$ cat src/rtl/pscd_pkg.sv
`timescale 1ns / 1ps
// ---------------------------------------------------------------------------
// PWM setpoint command decoder package
// Character codes, arithmetic constants and the types passed between stages.
// ---------------------------------------------------------------------------
package pscd_pkg;

  localparam logic [7:0] CH_NUL   = 8'h00;
  localparam logic [7:0] CH_TAB   = 8'h09;
  localparam logic [7:0] CH_FF    = 8'h0C;
  localparam logic [7:0] CH_CR    = 8'h0D;
  localparam logic [7:0] CH_SPACE = 8'h20;
  localparam logic [7:0] CH_PLUS  = 8'h2B;
  localparam logic [7:0] CH_MINUS = 8'h2D;
  localparam logic [7:0] CH_ZERO  = 8'h30;
  localparam logic [7:0] CH_NINE  = 8'h39;
  localparam logic [7:0] CH_START = 8'h3A;
  localparam logic [7:0] CH_D     = 8'h44;
  localparam logic [7:0] CH_T     = 8'h54;

  localparam logic [15:0] PERIOD_RESET = 16'hFFFF;

  // Division by 100 of a 32-bit product: multiply by ceil(2^38 / 100), shift by 38.
  localparam logic [31:0] DIV100_RECIP = 32'd2748779070;
  localparam int          DIV100_SHIFT = 38;

  localparam logic KIND_PERIOD  = 1'b0;
  localparam logic KIND_COMPARE = 1'b1;

  typedef struct packed {
    logic        valid;
    logic        kind;
    logic        load;
    logic [31:0] data;
  } report_req_t;

  typedef struct packed {
    logic        kind;
    logic [15:0] value;
  } report_t;

endpackage

$ cat src/rtl/pwm_setpoint_command_decoder_core.sv
`timescale 1ns / 1ps
// ---------------------------------------------------------------------------
// PWM setpoint command decoder core
// Decodes ':'-framed serial commands that set the PWM period and duty compare.
// ---------------------------------------------------------------------------
// One received byte is taken per word and a byte can be accepted every cycle
// while in_tready is high. A ':' opens a command, the next byte is the letter
// and the rest is a decimal argument; a carriage return closes it. 'T' loads
// the period, 'D' sets the compare to argument times period over 100. Both
// register the report request as the carriage return is taken, with the
// argument-by-period product for 'D', and the following cycle divides that
// product by 100 through a reciprocal multiply on its way into the queue.
// Reports wait in a two-entry queue, and in_tready falls only while that queue
// and the report in flight together fill both entries.
module pwm_setpoint_command_decoder_core
  import pscd_pkg::*;
#(
  parameter int MAX_CMD_LEN = 30
) (
  input  logic        clk,
  input  logic        rst_n,
  input  logic        in_tvalid,
  output logic        in_tready,
  input  logic [7:0]  in_tdata,   // [7:0] rx_byte
  output logic        out_tvalid,
  input  logic        out_tready,
  output logic [15:0] out_tdata,  // [15:0] report_value
  output logic        out_tuser   // [0] report_kind
);

  report_req_t req;
  logic        res_valid;
  report_t     res;
  report_t     head;
  logic [1:0]  occupancy;
  logic        in_fire;

  assign in_tready = (occupancy == 2'd0) || (occupancy == 2'd1 && !req.valid);
  assign in_fire   = in_tvalid && in_tready;

  pscd_parser #(
    .MAX_CMD_LEN (MAX_CMD_LEN)
  ) u_parser (
    .clk        (clk),
    .rst_n      (rst_n),
    .byte_valid (in_fire),
    .byte_data  (in_tdata),
    .req        (req)
  );

  pscd_scale u_scale (
    .clk       (clk),
    .rst_n     (rst_n),
    .req       (req),
    .res_valid (res_valid),
    .res       (res)
  );

  pscd_out_fifo u_out_fifo (
    .clk       (clk),
    .rst_n     (rst_n),
    .wr_valid  (res_valid),
    .wr_data   (res),
    .occupancy (occupancy),
    .rd_valid  (out_tvalid),
    .rd_ready  (out_tready),
    .rd_data   (head)
  );

  assign out_tdata = head.value;
  assign out_tuser = head.kind;

endmodule

$ cat src/rtl/pscd_out_fifo.sv
`timescale 1ns / 1ps
// ---------------------------------------------------------------------------
// PWM setpoint command decoder output queue
// Two-entry queue that holds report words until the output side takes them.
// ---------------------------------------------------------------------------
module pscd_out_fifo
  import pscd_pkg::*;
(
  input  logic        clk,
  input  logic        rst_n,
  input  logic        wr_valid,
  input  report_t     wr_data,
  output logic [1:0]  occupancy,
  output logic        rd_valid,
  input  logic        rd_ready,
  output report_t     rd_data
);

  report_t    mem_r [2];
  logic       wr_ptr_r;
  logic       wr_ptr_nxt;
  logic       rd_ptr_r;
  logic       rd_ptr_nxt;
  logic [1:0] cnt_r;
  logic [1:0] cnt_nxt;
  logic       pop;

  assign pop       = rd_valid && rd_ready;
  assign rd_valid  = (cnt_r != 2'd0);
  assign rd_data   = mem_r[rd_ptr_r];
  assign occupancy = cnt_r;

  always_comb begin
    wr_ptr_nxt = wr_valid ? ~wr_ptr_r : wr_ptr_r;
    rd_ptr_nxt = pop ? ~rd_ptr_r : rd_ptr_r;
    cnt_nxt    = cnt_r + {1'b0, wr_valid} - {1'b0, pop};
  end

  always_ff @(posedge clk) begin
    if (wr_valid) begin
      mem_r[wr_ptr_r] <= wr_data;
    end
  end

  always_ff @(posedge clk) begin
    if (!rst_n) begin
      wr_ptr_r <= 1'b0;
      rd_ptr_r <= 1'b0;
      cnt_r    <= 2'd0;
    end else begin
      wr_ptr_r <= wr_ptr_nxt;
      rd_ptr_r <= rd_ptr_nxt;
      cnt_r    <= cnt_nxt;
    end
  end

endmodule

$ cat src/rtl/pscd_scale.sv
`timescale 1ns / 1ps
// ---------------------------------------------------------------------------
// PWM setpoint command decoder scaling stage
// Divides the duty product by 100, holds the compare register and forms the
// report word.
// ---------------------------------------------------------------------------
module pscd_scale
  import pscd_pkg::*;
(
  input  logic        clk,
  input  logic        rst_n,
  input  report_req_t req,
  output logic        res_valid,
  output report_t     res
);

  logic [15:0] compare_r;
  logic [15:0] compare_nxt;
  logic [63:0] quot_full;
  logic [15:0] quot;

  assign quot_full = {32'd0, req.data} * {32'd0, DIV100_RECIP};
  assign quot      = quot_full[DIV100_SHIFT +: 16];
  assign res_valid = req.valid;

  always_comb begin
    compare_nxt = compare_r;
    res.kind    = req.kind;
    res.value   = req.data[15:0];
    if (req.kind == KIND_COMPARE) begin
      if (req.load) begin
        res.value = quot;
        if (req.valid) begin
          compare_nxt = quot;
        end
      end else begin
        res.value = compare_r;
      end
    end
  end

  always_ff @(posedge clk) begin
    if (!rst_n) begin
      compare_r <= 16'd0;
    end else begin
      compare_r <= compare_nxt;
    end
  end

endmodule

$ cat src/rtl/pscd_parser.sv
`timescale 1ns / 1ps
// ---------------------------------------------------------------------------
// PWM setpoint command decoder byte parser
// Tracks the open command, parses the argument a byte at a time, holds the
// period register and issues report requests for 'T' and 'D' on a CR.
// ---------------------------------------------------------------------------
module pscd_parser
  import pscd_pkg::*;
#(
  parameter int MAX_CMD_LEN = 30
) (
  input  logic        clk,
  input  logic        rst_n,
  input  logic        byte_valid,
  input  logic [7:0]  byte_data,
  output report_req_t req
);

  localparam int               CNT_W     = $clog2(MAX_CMD_LEN);
  localparam logic [CNT_W-1:0] CNT_LIMIT = CNT_W'(MAX_CMD_LEN - 1);

  localparam logic [1:0] PH_SKIP   = 2'd0;
  localparam logic [1:0] PH_DIGITS = 2'd1;
  localparam logic [1:0] PH_DONE   = 2'd2;

  logic             in_cmd_r,  in_cmd_nxt;
  logic [CNT_W-1:0] count_r,   count_nxt;
  logic [7:0]       letter_r,  letter_nxt;
  logic [1:0]       phase_r,   phase_nxt;
  logic             neg_r,     neg_nxt;
  logic             present_r, present_nxt;
  logic [15:0]      value_r,   value_nxt;
  logic [15:0]      period_r,  period_nxt;
  report_req_t      req_r,     req_nxt;

  logic        is_space;
  logic        is_digit;
  logic [15:0] value_x10;
  logic [15:0] arg;
  logic [31:0] product;

  always_comb begin
    is_space  = (byte_data inside {[CH_TAB:CH_FF], CH_SPACE});
    is_digit  = (byte_data inside {[CH_ZERO:CH_NINE]});
    value_x10 = {value_r[12:0], 3'b000} + {value_r[14:0], 1'b0} + {12'd0, byte_data[3:0]};
    arg       = neg_r ? (~value_r + 16'd1) : value_r;
    product   = {16'd0, arg} * {16'd0, period_r};
  end

  always_comb begin
    in_cmd_nxt  = in_cmd_r;
    count_nxt   = count_r;
    letter_nxt  = letter_r;
    phase_nxt   = phase_r;
    neg_nxt     = neg_r;
    present_nxt = present_r;
    value_nxt   = value_r;
    period_nxt  = period_r;
    req_nxt     = '0;
    if (byte_valid) begin
      if (byte_data == CH_START) begin
        in_cmd_nxt  = 1'b1;
        count_nxt   = '0;
        letter_nxt  = CH_NUL;
        phase_nxt   = PH_SKIP;
        neg_nxt     = 1'b0;
        present_nxt = 1'b0;
        value_nxt   = 16'd0;
      end else if (in_cmd_r) begin
        if (byte_data == CH_CR) begin
          in_cmd_nxt = 1'b0;
          if (letter_r == CH_T) begin
            if (present_r) begin
              period_nxt = arg;
            end
            req_nxt.valid = 1'b1;
            req_nxt.kind  = KIND_PERIOD;
            req_nxt.load  = present_r;
            req_nxt.data  = {16'd0, present_r ? arg : period_r};
          end else if (letter_r == CH_D) begin
            req_nxt.valid = 1'b1;
            req_nxt.kind  = KIND_COMPARE;
            req_nxt.load  = present_r;
            req_nxt.data  = product;
          end
        end else if (count_r < CNT_LIMIT) begin
          count_nxt = count_r + CNT_W'(1);
          if (count_r == '0) begin
            letter_nxt = byte_data;
          end else if (phase_r == PH_SKIP || phase_r == PH_DIGITS) begin
            if (byte_data == CH_NUL) begin
              phase_nxt = PH_DONE;
            end else begin
              present_nxt = 1'b1;
              if (phase_r == PH_SKIP && is_space) begin
                phase_nxt = PH_SKIP;
              end else if (phase_r == PH_SKIP &&
                           (byte_data == CH_PLUS || byte_data == CH_MINUS)) begin
                neg_nxt   = (byte_data == CH_MINUS);
                phase_nxt = PH_DIGITS;
              end else if (is_digit) begin
                value_nxt = value_x10;
                phase_nxt = PH_DIGITS;
              end else begin
                phase_nxt = PH_DONE;
              end
            end
          end
        end
      end
    end
  end

  always_ff @(posedge clk) begin
    if (!rst_n) begin
      in_cmd_r  <= 1'b0;
      count_r   <= '0;
      letter_r  <= CH_NUL;
      phase_r   <= PH_SKIP;
      neg_r     <= 1'b0;
      present_r <= 1'b0;
      value_r   <= 16'd0;
      period_r  <= PERIOD_RESET;
      req_r     <= '0;
    end else begin
      in_cmd_r  <= in_cmd_nxt;
      count_r   <= count_nxt;
      letter_r  <= letter_nxt;
      phase_r   <= phase_nxt;
      neg_r     <= neg_nxt;
      present_r <= present_nxt;
      value_r   <= value_nxt;
      period_r  <= period_nxt;
      req_r     <= req_nxt;
    end
  end

  assign req = req_r;

endmodule

$ cat config.mk
export PLATFORM = sky130hd
export DESIGN_NAME = pwm_setpoint_command_decoder_core
export DESIGN_NICKNAME = d
export VERILOG_FILES = /design/src/rtl/pscd_pkg.sv /design/src/rtl/pwm_setpoint_command_decoder_core.sv /design/src/rtl/pscd_out_fifo.sv /design/src/rtl/pscd_scale.sv /design/src/rtl/pscd_parser.sv
export SDC_FILE = /design/constraint.sdc
export NUM_CORES = 2
export LEC_CHECK = 0
export BUFFER_PORTS_ARGS = -buffer_cell sky130_fd_sc_hd__buf_2
export CELL_PAD_IN_SITES_DETAIL_PLACEMENT = 1
export CELL_PAD_IN_SITES_GLOBAL_PLACEMENT = 2
export CORE_MARGIN = 4
export CORE_UTILIZATION = 44
export CTS_CLUSTER_DIAMETER = 100
export DETAILED_ROUTE_END_ITERATION = 10
export HOLD_SLACK_MARGIN = 0.12
export PLACE_DENSITY = 0.8
export SLEW_MARGIN = 20
export SYNTH_ARGS = -nofsm -noshare
export SYNTH_HDL_FRONTEND = slang
export SYNTH_HIERARCHICAL = 1
export SYNTH_SLANG_ARGS = --single-unit
$ cat constraint.sdc
create_clock -name clk -period 8.84 [get_ports clk]
set_input_delay 0.884 -clock clk [delete_from_list [all_inputs] [get_ports clk]]
set_output_delay 0.884 -clock clk [all_outputs]
set_load 0.05 [all_outputs]
# After elaboration in Yosys (flattened, before gate mapping)

Memories as Yosys holds them, arrays and structs flattened. A register that Yosys moved wholly into a read port is not among the register bits.
Cells that the tools add are included.

Bits of input ports: 12
Output and inout port bits: 19
Word-level logic and storage cells: 146
Memories: 1
Register bits after elaboration: 105
Bits in writable memories: 34

Multiplexer cells: 58
Reductions and logical operators: 34
Order comparisons: 5
$add $sub $neg: 6
Multiply operators: 2
Equal/unequal tests: 14
Bitwise gates (word level): 9

Memory list:

| memory           | words | width | read ports | clocked after Yosys merged registers in | wr ports | line                | RTL |
|---|---|---|---|---|---|---|---|
| u_out_fifo.mem_r | 2     | 17    | 1          | 1                                       | 1        | pscd_out_fifo.sv:19 | `report_t mem_r [2];` |

Operators with widths:

| operator                                                                 | number |
|---|---|
| 16-bit two-way mux                                                       | 14 |
| 35-bit two-way mux                                                       | 2 |
| 32-bit by 31-bit multiplier with 53-bit output (second input constant)   | 1 |
| 8-bit two-way mux                                                        | 5 |
| 8-bit by 6-bit == test with 1-bit output (second input constant)         | 4 |
| 16-bit by 16-bit multiplier with 32-bit output                           | 1 |
| 1-bit two-way mux                                                        | 23 |
| 2-bit two-way mux                                                        | 10 |
| 5-bit two-way mux                                                        | 4 |
| 16-bit by 1-bit adder with 16-bit output (second input constant)         | 1 |
| 16-bit adder                                                             | 1 |
| 16-bit by 4-bit adder with 16-bit output                                 | 1 |
| 8-bit by 7-bit == test with 1-bit output (second input constant)         | 2 |
| 16-bit NOT                                                               | 1 |
| 2-bit nonzero test                                                       | 8 |
| 2-bit by 1-bit inequality test with 1-bit output (second input constant) | 5 |
| 10-bit AND reduction                                                     | 1 |
| 5-bit AND reduction                                                      | 2 |
| 9-bit AND reduction                                                      | 1 |
| 8-bit by 4-bit == test with 1-bit output (second input constant)         | 1 |
| 8-bit by 4-bit >= comparator with 1-bit output (second input constant)   | 1 |
| 8-bit by 6-bit >= comparator with 1-bit output (second input constant)   | 1 |
| 8-bit by 4-bit <= comparator with 1-bit output (second input constant)   | 1 |
| 8-bit by 6-bit <= comparator with 1-bit output (second input constant)   | 1 |
| other kinds (19)                                                         | 36 |

# Depth between registers and ports, before layout

Word-level depth: 12
Depth in mapped cells: 29
Depth with buffers taken out: 27

# Modules after synthesis

The synthesis kept the hierarchy.

Modules (own cells, without submodules):

| module                            | cells an instance | instances | area each (um2) | sequential area each (um2) |
|---|---|---|---|---|
| pscd_scale                        | 1,678             | 1         | 16,208.0        | 320.3 |
| pscd_parser                       | 1,528             | 1         | 13,117.6        | 1,701.6 |
| pscd_out_fifo                     | 75                | 1         | 1,519.0         | 1,121.1 |
| pwm_setpoint_command_decoder_core | 2                 | 1         | 15.0            | 0.0 |

# Least setup slack after synthesis

OpenSTA, ideal clock, no wires.

Path kind: register -> register
Start point: reg u_parser.value_r[0]
End point: reg u_parser.req_r, in the netlist u_parser/req[31]
Path buffers: 2
Arrival: 7.001 ns
Clock period less this slack: 7.074 ns
Slack: 1.766 ns
Required time: 8.767 ns
Stages on the path, launching flop included: 26
Setup time: 0.073 ns
Path through: dfxtp_1 -> clkbuf_1 -> inv_1 -> ha_1 -> nand3b_1 -> o21ai_0 -> xnor2_1 -> clkbuf_1 -> nand2_1 -> fa_1 -> fa_1 -> fa_1 -> fa_1 -> inv_1 -> fa_1 -> inv_1 -> fa_1 -> inv_1 -> ha_1 -> o21ai_0 -> o21bai_1 -> a2111oi_4 -> nor3_2 -> or4b_1 -> and3_1 -> nor3_2

Cells in the longest elaborated chain, start to end: 4

RTL lines:

| what                                             | line               | RTL |
|---|---|---|
| start, declared                                  | pscd_parser.sv:32  | `logic [15:0] value_r, value_nxt;` |
| start signal, assigned                           | pscd_parser.sv:132 | `value_r <= value_nxt;` |
| 16-bit NOT                                       | pscd_parser.sv:46  | `arg = neg_r ? (~value_r + 16'd1) : value_r;` |
| 16-bit by 1-bit adder with 16-bit output         | pscd_parser.sv:46  |  |
| 16-bit two-way mux *                             | pscd_parser.sv:46  |  |
| 16-bit by 16-bit multiplier with 32-bit output * | pscd_parser.sv:47  | `product = {16'd0, arg} * {16'd0, period_r};` |
| end signal, assigned                             | pscd_parser.sv:134 | `req_r <= req_nxt;` |
| end, declared                                    | pscd_parser.sv:34  | `report_req_t req_r, req_nxt;` |

Every way passes the cells marked *; elsewhere a longest branch is shown, timed or not.
A chain may end at the register's enable or synchronous reset.

==> summary.txt <==
Floorplan
  – Std-Cell Rows: 96
  – Die X: about 270 um
  – Die span in y: ~270 um
  – Initial Utilization: 44.7%
  – Die area: approximately 0.074 mm2
  – Area of the core: about 0.069 mm2
  – I/O pins: 31

Run status
  – Status: completed

CTS
  – Root buffer cell: clkbuf_16
  – Post-CTS Setup Bufs: 0
  – Max Root-Sink Buffers: 2
  – Clock Sinks: between 100 and 150
  – Num CTS Buffers: 17
  – Clk pin slew, worst setup/hold paths: roughly 70 ps
  – CTS tree: yes
  – Worst skew pair latency: roughly 480 ps
  – Hold buffer count at CTS: 0
  – H-tree lvl count: 4

Flow run
  – Max cap viols: 0

Synth
  – Top_reg_cell synth: dfxtp_1
  – Mapped Area: slightly above 0.03 mm2
  – Sequential cell area fraction in the yosys report: 10.2%
  – Synth cell types: 84
  – Asr flop ratio synth: 0%
  – Area leader, netlist: fa_1
  – Post-Syn Nets: around 4.3k
  – Synthesized flop and latch total: 140
  – Synth area leaders: fa_1 37%, ha_1 19%, inv_1 11%
  – Post-synth EDFFs: 34
  – YS warnings: 6
  – Synth Area per Inst: ~9.4 um2
  – Post-Syn Instances: roughly 3.3k
  – Post-synth top area share: a little under two fifths

Final layout
  – Layout cells sized above 1: 4.20%
  – Area grow syn2layout: 5.45%
  – Most common library cell in the layout ignoring fill and taps: inv_1
  – Final Core Density: a little under half
  – Fin nets: approximately 4.3k
  – Most frequent cells in the layout: 889 x inv_1, 572 x fa_1, 466 x ha_1, 231 x nand2_1, 127 x and2_1

Global routing
  – Initial antenna violation count: 3
  – Gr usage total: 26.8%
  – Vias in the first global route: between 20k and 30k
  – First-pass GRT wire length: ~150000 um
  – Pin count of the biggest net entering global routing: between 60 and 70
  – GR Overflow Total: 0

Setup path
  – Crit path capture: u_out_fifo/mem_r[1][13]$_DFFE_PP_
  – Worst Path Arrival: about 8800 ps
  – Worst EP required: ~9100 ps
  – Worst R2R Setup Slack: 290 ps
  – CP Capture Type: register
  – Reg2reg end: u_out_fifo/mem_r[1][13]$_DFFE_PP_
  – CP max FO: 8
  – Reg2reg path depth: 22
  – Setup CP Type: register to register
  – Critical Path Source: u_parser/req[6]$_SDFF_PP0_
  – R2R Path Start: u_parser/req[6]$_SDFF_PP0_
  – Startpoint Class: register

STA
  – Final hold vios: 0
  – Least-Margin Pin Slew: between 1000 and 1500 ps
  – Slew Viols, Final: 0
  – Fmax: 117 MHz
  – Hold_ws: 462 ps
  – Fin crit share: between 90 and 100%
  – Setup TNS: 0 ps
  – Slew HR: 28.2%
  – RSZ-0062 raised after global routing: false
  – Min setup slack post-route: 292 ps
  – Post-layout min period: ~8500 ps
  – Setup Skew: between 15 and 20 ps
  – Final setup violation count: 0

Power
  – Power density cells: approximately 46 mW/mm2
  – Worst vdd ir: 0.000154 V
  – Leak Pwr: 17.4 nW
  – Power consumption: 1.49 mW

Routing
  – Drt pass-1 iters: 5
  – Routed Antenna Nets: 0
  – DRC: 0
  – Drt wl/cell: 22.8 um
  – Starting DRT DRC Count: 1356
  – Via count: between 20k and 25k
  – Vias/cell: ~5.3
  – Routed wire length: 95900 um

Place
  – Port buffer count: 30
  – DPL Wire Length: between 80000 and 90000 um
  – Place WS: about 260 ps
  – RePlAce Congestion: about 1

Hold path
  – Worst hold path type: register to register
[timing repair]
item,in CTS,in global routing
endpoints found under the hold margin,0,0
setup endpoints to repair,0,2
gates resized for setup,0,1
[worst max-delay path: stages, from the launching register on]
cell      delay, ps
dfxtp_1         710
inv_1           390
fa_1            650
inv_1            60
ha_1            240
fa_1            500
fa_1            660
fa_1            460
fa_1            460
fa_1            490
inv_1            50
fa_1            480
inv_1            50
ha_1            340
nand4_1         200
nor3_1          400
o311ai_1        170
a311oi_1        680
o21bai_1        290
nand2_1         220
a311oi_2        160
and4_1          230
or3_1           370
[area by class of cell]
| class | count | area (um2) |
|---|---|---|
| Fill cell | 7976 | 36500 |
| Multi-Input combinational cell | 2164 | 24000 |
| Inverter | 891 | 3340 |
| Sequential cell | 140 | 3140 |
| Tap cell | 931 | 1160 |
| Clock buffer | 20 | 447 |
| Timing Repair Buffer | 57 | 353 |
| Clock inverter | 12 | 114 |
| Antenna cell | 1 | 2.50 |
[flip-flops by register name, indices dropped and copies added, names as in the netlist, named ones only]
signal	flops
u_out_fifo/mem_r	34
u_out_fifo/occupancy	2
u_scale/compare_r	16
u_out_fifo/rd_ptr_r	1
u_out_fifo/wr_ptr_r	1
u_parser/count_r	5
u_parser/period_r	16
u_parser/in_cmd_r	1
u_parser/phase_r	2
u_parser/present_r	1
u_parser/req	35
u_parser/neg_r	1
u_parser/letter_r	8
u_parser/value_r	16
[worst min-delay path by stage]
| stage | startpoint | end | slack [ps] | depth (start not counted) |
|---|---|---|---|---|
| after floorplan | u_scale/compare_r[4]$_SDFFE_PN0P_ | u_scale/compare_r[4]$_SDFFE_PN0P_ | 430 | 2 |
| after global placement | u_scale/compare_r[7]$_SDFFE_PN0P_ | u_scale/compare_r[7]$_SDFFE_PN0P_ | 440 | 2 |
| after detailed placement | u_scale/compare_r[4]$_SDFFE_PN0P_ | u_scale/compare_r[4]$_SDFFE_PN0P_ | 450 | 2 |
| after CTS | u_scale/compare_r[4]$_SDFFE_PN0P_ | u_scale/compare_r[4]$_SDFFE_PN0P_ | 460 | 2 |
| after global routing | u_scale/compare_r[5]$_SDFFE_PN0P_ | u_scale/compare_r[5]$_SDFFE_PN0P_ | 480 | 2 |
| final | u_scale/compare_r[4]$_SDFFE_PN0P_ | u_scale/compare_r[4]$_SDFFE_PN0P_ | 460 | 2 |
[report_power, final]
group / switching, mW / total, mW / internal, mW / leakage, nW
clock: 0.326 / 0.723 / 0.397 / 0.270
sequential: 0.0188 / 0.677 / 0.659 / 1.09
combinational: 0.0511 / 0.0855 / 0.0344 / 16.1
total: 0.396 / 1.49 / 1.09 / 17.4
[metal layers]
layer  wire length, um  vias up  GRT usage, %
met5                13        -             0
met4              3440        2          8.73
met3              4330      135          3.43
met2             44600      470          44.2
met1             43600    11700          36.8
li1                  -    10100             -
[cells in the mapped netlist, types with 7 or more instances]
cell	number
a211oi_1	20
a21boi_0	8
a21o_1	20
a21oi_1	105
a31oi_1	9
and2_1	127
buf_2	10
clkbuf_1	65
dfxtp_1	106
edfxtp_1	34
fa_1	572
ha_1	466
inv_1	889
mux2_2	7
mux2_4	10
mux2i_1	27
nand2_1	231
nand2b_1	8
nand3_1	59
nand4_1	15
nor2_1	112
nor2b_1	35
nor3_1	23
nor4_1	7
o211ai_1	15
o21a_1	11
o21ai_0	77
o21bai_1	10
o31ai_1	7
or3_1	7
xnor2_1	50
xor2_1	39
[cell families after synthesis]
group	synth area share [%]
AO/OA/AOI/OAI	6.84
XOR/XNOR	2.60
adder cells (fa/ha/maj)	56.0
buffers and inverters	12.2
flip-flops	10.2
multiplexers	1.65
AND/OR/NAND/NOR	10.6
[stage by stage]
step / area (um2) / std cells
2_1_floorplan: 30900 / 3283
3_5_place_dp: 32000 / 4183
3_3_place_gp: 32000 / 4183
5_1_grt: 32500 / 4215
6_report: 32500 / 4216
4_1_cts: 32500 / 4215
No activity file was read; power rests on OpenSTA's default activity.
